**src/sv/mbac_pkg.sv**
```systemverilog
`timescale 1ns / 1ps
// ----------------------------------------------------------------------------
// mbac_pkg
// Types and constants shared by the coil frame receiver: transfer payloads,
// event codes, parity selectors and frame layout.
// ----------------------------------------------------------------------------
package mbac_pkg;

	// line event codes
	localparam logic [1:0] MODE_CHAR     = 2'd0;
	localparam logic [1:0] MODE_FRAMING  = 2'd1;
	localparam logic [1:0] MODE_OVERRUN  = 2'd2;
	localparam logic [1:0] MODE_TIMEOUT  = 2'd3;

	// parity selector
	localparam logic [1:0] PAR_SEL_NONE  = 2'd0;
	localparam logic [1:0] PAR_SEL_EVEN  = 2'd1;
	localparam logic [1:0] PAR_SEL_ODD   = 2'd2;

	// frame event codes
	localparam logic [1:0] EV_NONE       = 2'd0;
	localparam logic [1:0] EV_APPLIED    = 2'd1;
	localparam logic [1:0] EV_DISCARDED  = 2'd2;

	// configuration register indexes
	localparam logic [1:0] REG_PARITY    = 2'd0;
	localparam logic [1:0] REG_STATION   = 2'd1;
	localparam logic [1:0] REG_COIL_ADDR = 2'd2;

	localparam int CFG_DATA_W            = 16;

	// reset values of the configuration registers
	localparam logic [1:0]  PARITY_RESET    = PAR_SEL_EVEN;
	localparam logic [7:0]  STATION_RESET   = 8'h00;
	localparam logic [15:0] COIL_ADDR_RESET = 16'd1000;

	// frame layout
	localparam int FRAME_CHAR_LIMIT_DEF  = 80;
	localparam int FRAME_LEN             = 20;
	localparam logic [7:0] FUNC_WRITE_COILS = 8'h0F;
	localparam logic [7:0] QTY_HI        = 8'h00;
	localparam logic [7:0] QTY_LO        = 8'h10;
	localparam logic [7:0] BYTE_COUNT    = 8'h02;

	// byte positions within the frame
	localparam logic [3:0] IDX_STATION   = 4'd0;
	localparam logic [3:0] IDX_FUNC      = 4'd1;
	localparam logic [3:0] IDX_ADDR_HI   = 4'd2;
	localparam logic [3:0] IDX_ADDR_LO   = 4'd3;
	localparam logic [3:0] IDX_QTY_HI    = 4'd4;
	localparam logic [3:0] IDX_QTY_LO    = 4'd5;
	localparam logic [3:0] IDX_COUNT     = 4'd6;
	localparam logic [3:0] IDX_DATA_LO   = 4'd7;

	// ASCII characters
	localparam logic [6:0] CH_COLON      = 7'h3A;
	localparam logic [6:0] CH_CR         = 7'h0D;
	localparam logic [6:0] CH_LF         = 7'h0A;
	localparam logic [6:0] CH_0          = 7'h30;
	localparam logic [6:0] CH_9          = 7'h39;
	localparam logic [6:0] CH_A          = 7'h41;
	localparam logic [6:0] CH_F          = 7'h46;

	typedef struct packed {
		logic [1:0] mode;
		logic [7:0] rx_byte;
	} item_t;

	typedef struct packed {
		logic [7:0] coil_outputs;
		logic       red_led_on;
		logic       yellow_led_on;
		logic [1:0] frame_event;
	} result_t;

endpackage

```
**src/sv/modbus_ascii_coil_frame_receiver.sv**
```systemverilog
`timescale 1ns / 1ps
// ----------------------------------------------------------------------------
// modbus_ascii_coil_frame_receiver
// Receives UART events, checks parity, decodes an addressed Write Multiple
// Coils frame with LRC and drives the low data byte to the coil outputs.
// ----------------------------------------------------------------------------
// One UART event enters per clock cycle while item_stall is low and yields
// exactly one result. An accepted event is held in the input register,
// where the frame decoder updates the receiver state and loads the result
// register; the result register then offers the result until the output
// side takes it. The input register frees itself whenever the result
// register is empty or being taken, so one new event can be held while a
// finished result still waits. Configuration writes take effect at the
// next clock edge; the user must make them only while the block is idle,
// and the block itself does not enforce this.
module modbus_ascii_coil_frame_receiver
	import mbac_pkg::*;
#(
	parameter int FRAME_CHAR_LIMIT = FRAME_CHAR_LIMIT_DEF
) (
	input  logic                  clk,
	input  logic                  arst_n,
	input  logic                  cfg_write,
	input  logic [1:0]            cfg_index,
	input  logic [CFG_DATA_W-1:0] cfg_data,
	input  logic                  item_valid,
	output logic                  item_stall,
	input  item_t                 item,
	output logic                  result_valid,
	input  logic                  result_stall,
	output result_t               result
);

	localparam int CW = $clog2(FRAME_CHAR_LIMIT + 1);
	localparam logic [CW-1:0] LIMIT_C = CW'(FRAME_CHAR_LIMIT);
	localparam logic [CW-1:0] LEN_C   = CW'(FRAME_LEN);

	localparam logic [1:0] PH_IDLE    = 2'd0;
	localparam logic [1:0] PH_RECV    = 2'd1;
	localparam logic [1:0] PH_WAIT_LF = 2'd2;

	// configuration
	logic [1:0]  parity_mode_q;
	logic [7:0]  station_q;
	logic [15:0] coil_addr_q;

	// input stage
	logic  valid_s1;
	item_t item_s1;
	logic  advance;

	// receiver state
	logic [1:0]    phase_q, phase_d;
	logic          good_q, good_d;
	logic [CW-1:0] cnt_q, cnt_d;
	logic [3:0]    nib_hi_q, nib_hi_d;
	logic          hex_bad_q, hex_bad_d;
	logic [7:0]    lrc_q, lrc_d;
	logic          hdr_ok_q, hdr_ok_d;
	logic [7:0]    data_q, data_d;
	logic [7:0]    coil_q, coil_d;
	logic          red_q, red_d;
	logic          yellow_q, yellow_d;
	logic [1:0]    event_d;

	// decode helpers
	logic       parity_ok;
	logic [6:0] ch;
	logic       is_digit, is_upper, is_hex;
	logic [3:0] nib;
	logic [7:0] byte_val;
	logic [7:0] want;
	logic [3:0] byte_idx;
	logic       frame_pass;

	logic    out_valid_q;
	result_t out_q;

	always_ff @(posedge clk or negedge arst_n) begin
		if (!arst_n) begin
			parity_mode_q <= PARITY_RESET;
			station_q     <= STATION_RESET;
			coil_addr_q   <= COIL_ADDR_RESET;
		end else if (cfg_write) begin
			case (cfg_index)
				REG_PARITY:    parity_mode_q <= cfg_data[1:0];
				REG_STATION:   station_q     <= cfg_data[7:0];
				REG_COIL_ADDR: coil_addr_q   <= cfg_data[15:0];
				default: ;
			endcase
		end
	end

	assign advance    = valid_s1 && (!out_valid_q || !result_stall);
	assign item_stall = valid_s1 && !advance;

	always_ff @(posedge clk or negedge arst_n) begin
		if (!arst_n) begin
			valid_s1 <= 1'b0;
		end else if (!item_stall) begin
			valid_s1 <= item_valid;
		end
	end

	always_ff @(posedge clk) begin
		if (item_valid && !item_stall) begin
			item_s1 <= item;
		end
	end

	always_comb begin
		case (parity_mode_q)
			PAR_SEL_EVEN: parity_ok = ~^item_s1.rx_byte;
			PAR_SEL_ODD:  parity_ok = ^item_s1.rx_byte;
			default:      parity_ok = 1'b1;
		endcase
	end

	assign ch       = item_s1.rx_byte[6:0];
	assign is_digit = (ch >= CH_0) && (ch <= CH_9);
	assign is_upper = (ch >= CH_A) && (ch <= CH_F);
	assign is_hex   = is_digit || is_upper;
	assign nib      = is_digit ? ch[3:0] : (is_upper ? 4'(ch - CH_A + 7'd10) : 4'd0);
	assign byte_val = {nib_hi_q, nib};
	assign byte_idx = cnt_q[4:1];

	always_comb begin
		case (byte_idx)
			IDX_STATION: want = station_q;
			IDX_FUNC:    want = FUNC_WRITE_COILS;
			IDX_ADDR_HI: want = coil_addr_q[15:8];
			IDX_ADDR_LO: want = coil_addr_q[7:0];
			IDX_QTY_HI:  want = QTY_HI;
			IDX_QTY_LO:  want = QTY_LO;
			IDX_COUNT:   want = BYTE_COUNT;
			default:     want = byte_val;
		endcase
	end

	assign frame_pass = good_q && (cnt_q == LEN_C) && !hex_bad_q && (lrc_q == 8'h00) && hdr_ok_q;

	always_comb begin
		phase_d   = phase_q;
		good_d    = good_q;
		cnt_d     = cnt_q;
		nib_hi_d  = nib_hi_q;
		hex_bad_d = hex_bad_q;
		lrc_d     = lrc_q;
		hdr_ok_d  = hdr_ok_q;
		data_d    = data_q;
		coil_d    = coil_q;
		red_d     = red_q;
		yellow_d  = yellow_q;
		event_d   = EV_NONE;
		if (item_s1.mode != MODE_CHAR || !parity_ok) begin
			good_d = 1'b0;
			red_d  = 1'b1;
		end else if (ch == CH_COLON) begin
			good_d    = 1'b1;
			cnt_d     = '0;
			nib_hi_d  = 4'd0;
			hex_bad_d = 1'b0;
			lrc_d     = 8'h00;
			hdr_ok_d  = 1'b1;
			data_d    = 8'h00;
			yellow_d  = 1'b1;
			red_d     = 1'b0;
			phase_d   = PH_RECV;
		end else if (phase_q == PH_RECV) begin
			if (ch == CH_CR) begin
				phase_d = PH_WAIT_LF;
			end else if (cnt_q >= LIMIT_C) begin
				// drop characters past the limit
				good_d = 1'b0;
				red_d  = 1'b1;
			end else begin
				if (cnt_q < LEN_C) begin
					if (!is_hex) begin
						hex_bad_d = 1'b1;
					end
					if (!cnt_q[0]) begin
						nib_hi_d = nib;
					end else begin
						lrc_d = lrc_q + byte_val;
						if (byte_idx == IDX_DATA_LO) begin
							data_d = byte_val;
						end
						if (byte_val != want) begin
							hdr_ok_d = 1'b0;
						end
					end
				end
				cnt_d = cnt_q + 1'b1;
			end
		end else if (phase_q == PH_WAIT_LF) begin
			if (ch == CH_LF) begin
				yellow_d = 1'b0;
				phase_d  = PH_IDLE;
				if (frame_pass) begin
					coil_d  = data_q;
					event_d = EV_APPLIED;
				end else begin
					red_d   = 1'b1;
					event_d = EV_DISCARDED;
				end
			end else begin
				good_d = 1'b0;
			end
		end else begin
			phase_d = PH_IDLE;
		end
	end

	always_ff @(posedge clk or negedge arst_n) begin
		if (!arst_n) begin
			phase_q   <= PH_IDLE;
			good_q    <= 1'b0;
			cnt_q     <= '0;
			nib_hi_q  <= 4'd0;
			hex_bad_q <= 1'b0;
			lrc_q     <= 8'h00;
			hdr_ok_q  <= 1'b1;
			data_q    <= 8'h00;
			coil_q    <= 8'h00;
			red_q     <= 1'b0;
			yellow_q  <= 1'b0;
		end else if (advance) begin
			phase_q   <= phase_d;
			good_q    <= good_d;
			cnt_q     <= cnt_d;
			nib_hi_q  <= nib_hi_d;
			hex_bad_q <= hex_bad_d;
			lrc_q     <= lrc_d;
			hdr_ok_q  <= hdr_ok_d;
			data_q    <= data_d;
			coil_q    <= coil_d;
			red_q     <= red_d;
			yellow_q  <= yellow_d;
		end
	end

	// result register: load on advance, drop once the transfer completes
	always_ff @(posedge clk or negedge arst_n) begin
		if (!arst_n) begin
			out_valid_q <= 1'b0;
		end else if (advance) begin
			out_valid_q <= 1'b1;
		end else if (!result_stall) begin
			out_valid_q <= 1'b0;
		end
	end

	always_ff @(posedge clk) begin
		if (advance) begin
			out_q.coil_outputs  <= coil_d;
			out_q.red_led_on    <= red_d;
			out_q.yellow_led_on <= yellow_d;
			out_q.frame_event   <= event_d;
		end
	end

	assign result_valid = out_valid_q;
	assign result       = out_q;

`ifndef ASSERT_OFF
	a_yellow_tracks_phase: assert property (@(posedge clk) disable iff (!arst_n)
		yellow_q == (phase_q != PH_IDLE))
		else $error("yellow LED out of step with frame phase");

	a_count_bounded: assert property (@(posedge clk) disable iff (!arst_n)
		cnt_q <= LIMIT_C)
		else $error("character count past limit");

	a_applied_clean: assert property (@(posedge clk) disable iff (!arst_n)
		result_valid && result.frame_event == EV_APPLIED |->
			!result.red_led_on && !result.yellow_led_on)
		else $error("applied frame with error or busy indicator");

	a_event_ends_frame: assert property (@(posedge clk) disable iff (!arst_n)
		advance && event_d != EV_NONE |=> phase_q == PH_IDLE)
		else $error("frame event without return to idle");

	a_stall_needs_item: assert property (@(posedge clk) disable iff (!arst_n)
		item_stall |-> valid_s1 && out_valid_q)
		else $error("input stalled with free stages");
`endif

endmodule
```
**config.mk**
```make
export PLATFORM = sky130hd
export DESIGN_NAME = modbus_ascii_coil_frame_receiver
export DESIGN_NICKNAME = d
export VERILOG_FILES = /design/src/sv/mbac_pkg.sv /design/src/sv/modbus_ascii_coil_frame_receiver.sv
export SDC_FILE = /design/constraint.sdc
export NUM_CORES = 1
export LEC_CHECK = 0
export BUFFER_PORTS_ARGS = -buffer_cell sky130_fd_sc_hd__buf_2
export CAP_MARGIN = 10
export CORE_MARGIN = 2
export CORE_UTILIZATION = 35
export DETAILED_ROUTE_END_ITERATION = 7
export PLACE_DENSITY = 0.57
export SLEW_MARGIN = 20
export SYNTH_ARGS = -nofsm -noshare
export SYNTH_HDL_FRONTEND = slang
export SYNTH_SLANG_ARGS = --single-unit
```
**constraint.sdc**
```tcl
create_clock -name clk -period 7.7 [get_ports clk]
set_input_delay 0 -clock clk [delete_from_list [all_inputs] [get_ports clk]]
set_output_delay 0 -clock clk [all_outputs]
set_load 0.005 [all_outputs]
```
==> results.yml, run 1 <==
timing:
  holdWs_ns: 0.337
  tightest_slew_ns: 0.907
  finalSetupViolations: 0
  fin_setup_tns_ns: 0
  slew_headroom_pct: 39.5
  fmax_mhz: 256
  post-route-period-util_pct: 50.7
  rsz0062_at_grt: "false"
  hold_viol_final: 0
  clock_skew_ns: 0.00812
  min_period_ns: 3.90
  finalMaxSlewViolations: 0
  setup_slack_ns: 3.80
synthesis:
  synthTopCellsByArea: "dfrtp_1, edfxtp_1, mux2_2"
  yosysTopAreaCell: "dfrtp_1"
  synth.top_cell.area_share_pct: 31.3
  syn_nets: 489
  ys_seq_area_share_pct: 48.9
  synth_most_common_cell: "dfrtp_1"
  ys_async_sr_fraction_pct: 76.1
  synth_commonest_cells: "dfrtp_1, mux2_2, inv_1, nand2_1, nor2_1"
  syn_area_um2: 4960
  ys_types: 70
  synth-edff-count: 22
  yosysWarnings: 0
  syn_avg_cell_area_um2: 11.4
  syn_inst: 433
  synth_ff_type: "dfrtp_1"
  ys_ff_latch: 92
flow_run:
  cap_violations: 0
setup_path:
  cp.required_ns: 7.96
  cp-end-kind: "flop"
  path_cells: "or4b_2 > a211oi_1 > a22o_1 > ha_1 > a21oi_1 > o211ai_1 > a2111oi_0 > nor3_1 > or4b_1 > o211ai_1"
  r2r_setup_slack_ns: 3.80
  critPathKind: "reg2reg"
  path_common_cell: "o211ai_1"
  arrival_ns: 4.16
  critPathSlowestCell: "or4b_2"
  r2r-end: "lrc_q[7]"
  worstPathMaxFanout: 6
  cp_num_buf_inv: 0
  max_stage_delay_ns: 0.73
  r2r-start: "ch[3]"
  critPathLaunchType: "flop"
  crit_family: "compound AO/OA/AOI/OAI gates"
  r2r_cells: 10
pwr:
  power_density_nw_per_um2: 194
  vdd_drop_max_mv: 0.147
  p_leak_nw: 2.54
die:
  placementRows: 43
  die-width_um: 123
  die_h_um: 123
  coreArea_um2: 13900
  dieArea_um2: 15100
  start_util_pct: 35.7
  design.portCount: 47
clock_tree:
  cts_buffer_depth: 2
  clock_sinks: 92
  cts_root_buf: "clkbuf_16"
  cts_resized: 0
  htree_levels: 3
  clkTransAtPathRegs_ns: 0.06
  cts_tree: "built"
  cts_buffers: 9
  clk_latency_ns: 0.35
placement:
  port-buffer-count: 46
  place.gp.congestion: 0.955
  pre_cts_slack_ns: 3.90
  place_hpwl_um: 7620
drt:
  drtIter0Drc: 195
  dr_total_vias: 3630
  dr.pass1.iters: 4
  post-route-drc-count: 0
  avgRoutedWirePerCell_um: 15.4
  drtAntennaViolNets: 0
  drt_wl_total_um: 10700
  drt-vias-per-instance: 5.19
grt:
  grt_max_degree: 71
  grt_util_all_layers_pct: 15.6
  grt_pass1_wl_um: 18100
  first_global_vias: 3575
  grt-ovfl-total: 0
  antenna_found_initial: 0
layout:
  regArea_um2: 2420
  antenna_cells: 0
  syn_to_final_growth_pct: 21.4
  drive_gt1_share_pct: 26.6
  fillers: 1320
  multiInputGateArea_um2: 2370
  nNetsFinal: 570
worst_hold_path:
  min_path_cells: 3
  min-delay-start: "cfg_write"
  min_to: "station_q[1]"
  hold_path.class: "in2reg"
outcome:
  status: "finished, final reports clean"
[stage by stage]
step / instance area, um2 / instances / util, % / total power [mW]
2_1_floorplan: 4960 / 433 / - / 0.673
3_3_place_gp: 5380 / 649 / 38.7 / 0.719
3_5_place_dp: 5380 / 649 / 38.7 / 0.725
4_1_cts: 6020 / 699 / 43.4 / 1.18
5_1_grt: 6020 / 699 / 43.4 / 1.23
6_report: 6020 / 699 / 43.4 / 1.17
[worst min-delay path, delay by kind of cell]
| family | cells | cell delay, ns |
|---|---|---|
| buffers and inverters | 1 | 0.11 |
| multiplexers | 1 | 0.22 |
| AND/OR/NAND/NOR | 1 | 0.32 |
[registers in the layout (all words and copies together) (netlist names)]
register / count
coil_addr_q: 16
result: 12
coil_q: 8
data_q: 8
lrc_q: 8
station_q: 8
ch: 7
cnt_q: 7
nib_hi_q: 4
item_s1: 3
parity_mode_q: 2
phase_q: 2
good_q: 1
hdr_ok_q: 1
hex_bad_q: 1
red_q: 1
result_valid: 1
valid_s1: 1
yellow_q: 1
[per-layer routing]
layer	part of all wire, %	vias up	track usage, %
met4	1.8	0	5.61
met3	5.1	13	3.69
met1	46	1778	21.0
met2	47	72	24.6
li1	-	1767	-
met5	0	-	0
[cell usage in the layout (no fill, tap or decap), types with 3 or more instances in the layout]
cell / count
clkbuf_16: 9
nor4_1: 4
o31ai_1: 4
a21oi_1: 11
dfstp_2: 8
buf_2: 46
dfrtp_1: 62
nor2_1: 26
a31oi_1: 5
o2bb2ai_1: 3
o211ai_1: 8
clkbuf_8: 4
o21ai_0: 15
mux2i_1: 6
a2111oi_0: 3
a22oi_1: 3
nand4b_1: 3
xor2_1: 4
edfxtp_1: 22
nand3_1: 9
ha_1: 22
nand4_1: 3
inv_1: 32
dlygate4sd3_1: 34
and3_1: 3
or2_2: 3
xnor2_1: 7
o21a_1: 3
nand2_1: 31
nand3b_1: 4
a311oi_1: 3
o311ai_0: 5
nand2b_1: 4
o41ai_1: 4
mux2_2: 47
a211oi_1: 7
nor3_1: 7
[final cells by class]
type / instances / share of cell area (%)
sequential: 92 / 40.2
clock inverter: 2 / 0.291
multi-input combinational: 298 / 39.4
clock buffer: 14 / 4.72
inverter: 32 / 2.00
tap: 180 / 3.74
timing repair buffer: 81 / 9.60
[kinds of logic (layout without fill, tap and decap cells)]
| family | Yosys count | after routing | synth area share [%] |
|---|---|---|---|
| AO/OA/AOI/OAI | 95 | 95 | 15.0 |
| XOR/XNOR | 13 | 13 | 2.73 |
| adder cells (fa/ha/maj) | 23 | 23 | 5.96 |
| buffers and inverters | 43 | 129 | 3.28 |
| flip-flops | 92 | 92 | 48.9 |
| multiplexers | 55 | 55 | 12.5 |
| AND/OR/NAND/NOR | 112 | 112 | 11.7 |
[power by group]
| part | leakage [nW] | total (mW) | switching (mW) | internal, mW |
|---|---|---|---|---|
| clock network | 0.149 | 0.437 | 0.181 | 0.255 |
| logic | 1.28 | 0.165 | 0.0859 | 0.0788 |
| registers | 1.11 | 0.564 | 0.0221 | 0.542 |
[repair_timing]
action	in CTS	in global routing
hold buffers	34	0
setup buffers	0	0
hold endpoints to repair	100	0
[how the worst max path moves through the flow]
stage | slack (ns) | startpoint | cells after the start | endpoint
2_1_floorplan | 4.27 | ch[5] | 10 | lrc_q[7]
3_3_place_gp | 4.02 | ch[3] | 10 | lrc_q[7]
3_5_place_dp | 3.90 | ch[3] | 10 | lrc_q[7]
4_1_cts | 3.86 | ch[3] | 10 | lrc_q[7]
5_1_grt | 3.52 | ch[3] | 10 | lrc_q[7]
6_report | 3.80 | ch[3] | 10 | lrc_q[7]
(Power assumes the default switching activity.)
==> inputs of run 2 (changes only) <==
- ABC_AREA: not set -> 1
- PLACE_DENSITY: 0.57 -> 0.59
- clock period: 7.7 -> 3.2 ns (I/O delays scaled with it)
==> results.yml, run 2 <==
outcome:
  status: "finished, final reports clean"
clock_tree:
  cts_root_buf: "clkbuf_16"
  clk_latency_ns: 0.36
  clock_sinks: 92
  cts_tree: "built"
  cts_buffer_depth: 2
  clkTransAtPathRegs_ns: 0.07
  cts_buffers: 9
  htree_levels: 3
timing:
  finalSetupViolations: 0
  fin_setup_tns_ns: 0
  tightest_slew_ns: 1.01
  clock_skew_ns: 0.00745
  min_period_ns: 2.92
  setup_slack_ns: 0.285
  finalMaxSlewViolations: 0
  slew_headroom_pct: 32.5
  fmax_mhz: 343
  post-route-period-util_pct: 91.1
  holdWs_ns: 0.00959
  hold_viol_final: 0
die:
  start_util_pct: 35.8
  dieArea_um2: 15900
  placementRows: 44
  coreArea_um2: 14500
  design.portCount: 47
  die_h_um: 126
  die-width_um: 126
layout:
  nNetsFinal: 795
  stdcell_count: 928
  fillers: 1475
  layout_commonest_cell: "nand2_1"
  layout_common_cells: "nand2_1, inv_1, dfrtp_1, nand3_1"
  antenna_cells: 0
  drive_gt1_share_pct: 14.2
  top_register: "coil_addr_q"
  stdcell_area_um2: 6250
  largest_register_ff_count: 16
  syn_to_final_growth_pct: 20.3
  fin_util_pct: 43.0
placement:
  place.gp.congestion: 0.852
  place_inst: 877
  place_hpwl_um: 8820
  placed_cell_area_um2: 5610
  pre_cts_slack_ns: 0.318
  port-buffer-count: 46
setup_path:
  r2r_setup_slack_ns: 0.28
  cp-end-kind: "flop"
  path_cells: "inv_1 > ha_1 > nand3_1 > nand3_1 > nand2_1 > inv_1 > nand2_1 > nand2_1 > ha_1 > inv_1 > fa_1 > nor2_1 > o21ai_0 > nand2_1 > nand2_1 > nand2_1 > a21oi_1 > xor2_1 > nor2_1 > nand2_1 > o21ai_0"
  max_stage_delay_ns: 0.45
  critPathLaunchType: "flop"
  critPathSlowestCell: "edfxtp_1"
  crit_family: "simple AND/OR/NAND/NOR gates"
  cp_num_buf_inv: 3
  critPathKind: "reg2reg"
  cp.required_ns: 3.47
  path_common_cell: "nand2_1"
  arrival_ns: 3.19
  worstPathMaxFanout: 4
pwr:
  power_density_nw_per_um2: 506
  vdd_drop_max_mv: 0.320
  finalPower_mw: 3.16
  p_leak_nw: 3.15
drt:
  post-route-drc-count: 0
  drtAntennaViolNets: 0
  drtIter0Drc: 241
  dr.pass1.iters: 5
  drt_wl_total_um: 12000
  avgRoutedWirePerCell_um: 12.9
  drt-vias-per-instance: 4.83
  dr_total_vias: 4480
synthesis:
  syn_avg_cell_area_um2: 7.93
  yosysTopAreaCell: "dfrtp_1"
  synth_xor_area_share_pct: 2.19
  ys_seq_area_share_pct: 46.6
  syn_area_um2: 5200
  ys_types: 39
  synthAdderAreaFrac_pct: 5.68
  syn_nets: 712
  synthMuxAreaShare_pct: 1.08
  synth-edff-count: 22
  ys_async_sr_fraction_pct: 76.1
  ys_ff_latch: 92
  synth_ff_type: "dfrtp_1"
  synth_most_common_cell: "nand2_1"
  synth_top_family_by_area: "simple AND/OR/NAND/NOR gates"
  synth-simple-area-share_pct: 26.5
  synth.top_cell.area_share_pct: 29.8
  synth_commonest_cells: "nand2_1, inv_1, dfrtp_1, nand3_1"
  synth_compound_area_share_pct: 8.28
  yosysWarnings: 0
  syn_inst: 656
  synthTopCellsByArea: "dfrtp_1, edfxtp_1, nand2_1"
grt:
  grt_pass1_wl_um: 20300
  grt_util_all_layers_pct: 15.8
  first_global_vias: 4375
  antenna_found_initial: 0
  grt-ovfl-total: 0
  grt_max_degree: 42
flow_run:
  cap_violations: 0
worst_hold_path:
  hold_path.class: "in2reg"
run 2: cell types whose count changed after synthesis, sizes merged, moves of 6 or more:
| cell | before | now |
|---|---|---|
| nor2 | 28 | 60 |
| xor2 | 4 | 10 |
| nand4 | 3 | 15 |
| mux2 | 48 | 5 |
| inv | 32 | 110 |
| nand3 | 9 | 55 |
| o211ai | 9 | 0 |
| mux2i | 7 | 0 |
| nand2 | 31 | 176 |
| a211oi | 8 | 1 |
| o21ai | 17 | 61 |
run 2: cells by family (layout without fill, tap and decap cells):
group,after synthesis,count (layout)
AND/OR/NAND/NOR,316,316
buffers and inverters,125,213
flip-flops,92,92
AO/OA/AOI/OAI,82,82
adder cells (fa/ha/maj),23,23
XOR/XNOR,13,13
multiplexers,5,5
run 2: timing repair:
action                     4_1_cts  5_1_grt
setup endpoints to repair        0        1
buffers inserted                 0        5
hold endpoints to repair        71        0
hold buffers                    30        0
gates resized for setup          0        2
run 2: cell type report:
type	count	area [um2]	area share (%)
clock inverters	6	52.6	0.840
flip-flops and latches	92	2420	38.7
inverters	111	417	6.66
well taps	184	230	3.68
repair buffers	86	606	9.68
multi-input cells	439	2280	36.4
clock buffers	10	250	4.00
run 2: worst paths after layout:
| path | start | to | cells after the start |
|---|---|---|---|
| min in group asynchronous | arst_n | coil_addr_q[11] | 2 |
| max reg2reg | ch[1] | lrc_q[6] | 21 |
| min | cfg_index[1] | parity_mode_q[0] | 4 |
| max | ch[1] | lrc_q[6] | 21 |
| max in group asynchronous | arst_n | coil_q[6] | 3 |
| min reg2reg | coil_addr_q[8] | coil_addr_q[8] | 2 |
run 2: per-layer routing:
| layer | global-route usage (%) | up-vias | part of all wire [%] |
|---|---|---|---|
| li1 | - | 2254 | - |
| met3 | 3.74 | 26 | 4.7 |
| met2 | 27.7 | 118 | 49 |
| met4 | 5.49 | 0 | 2.2 |
| met1 | 19.1 | 2082 | 44 |
| met5 | 0 | - | 0 |
run 2: worst reg2reg max path, delay by kind of cell (launching register included):
| kind | cells | cell delay (ns) |
|---|---|---|
| AND/OR/NAND/NOR | 11 | 0.97 |
| adder cells (fa/ha/maj) | 3 | 0.78 |
| flip-flops | 1 | 0.45 |
| buffers and inverters | 3 | 0.26 |
| AO/OA/AOI/OAI | 3 | 0.22 |
| XOR/XNOR | 1 | 0.14 |
run 2: power breakdown:
part	internal, mW	switching (mW)
clock	0.588	0.489
combinational	0.245	0.364
sequential	1.40	0.0805
total	2.23	0.934
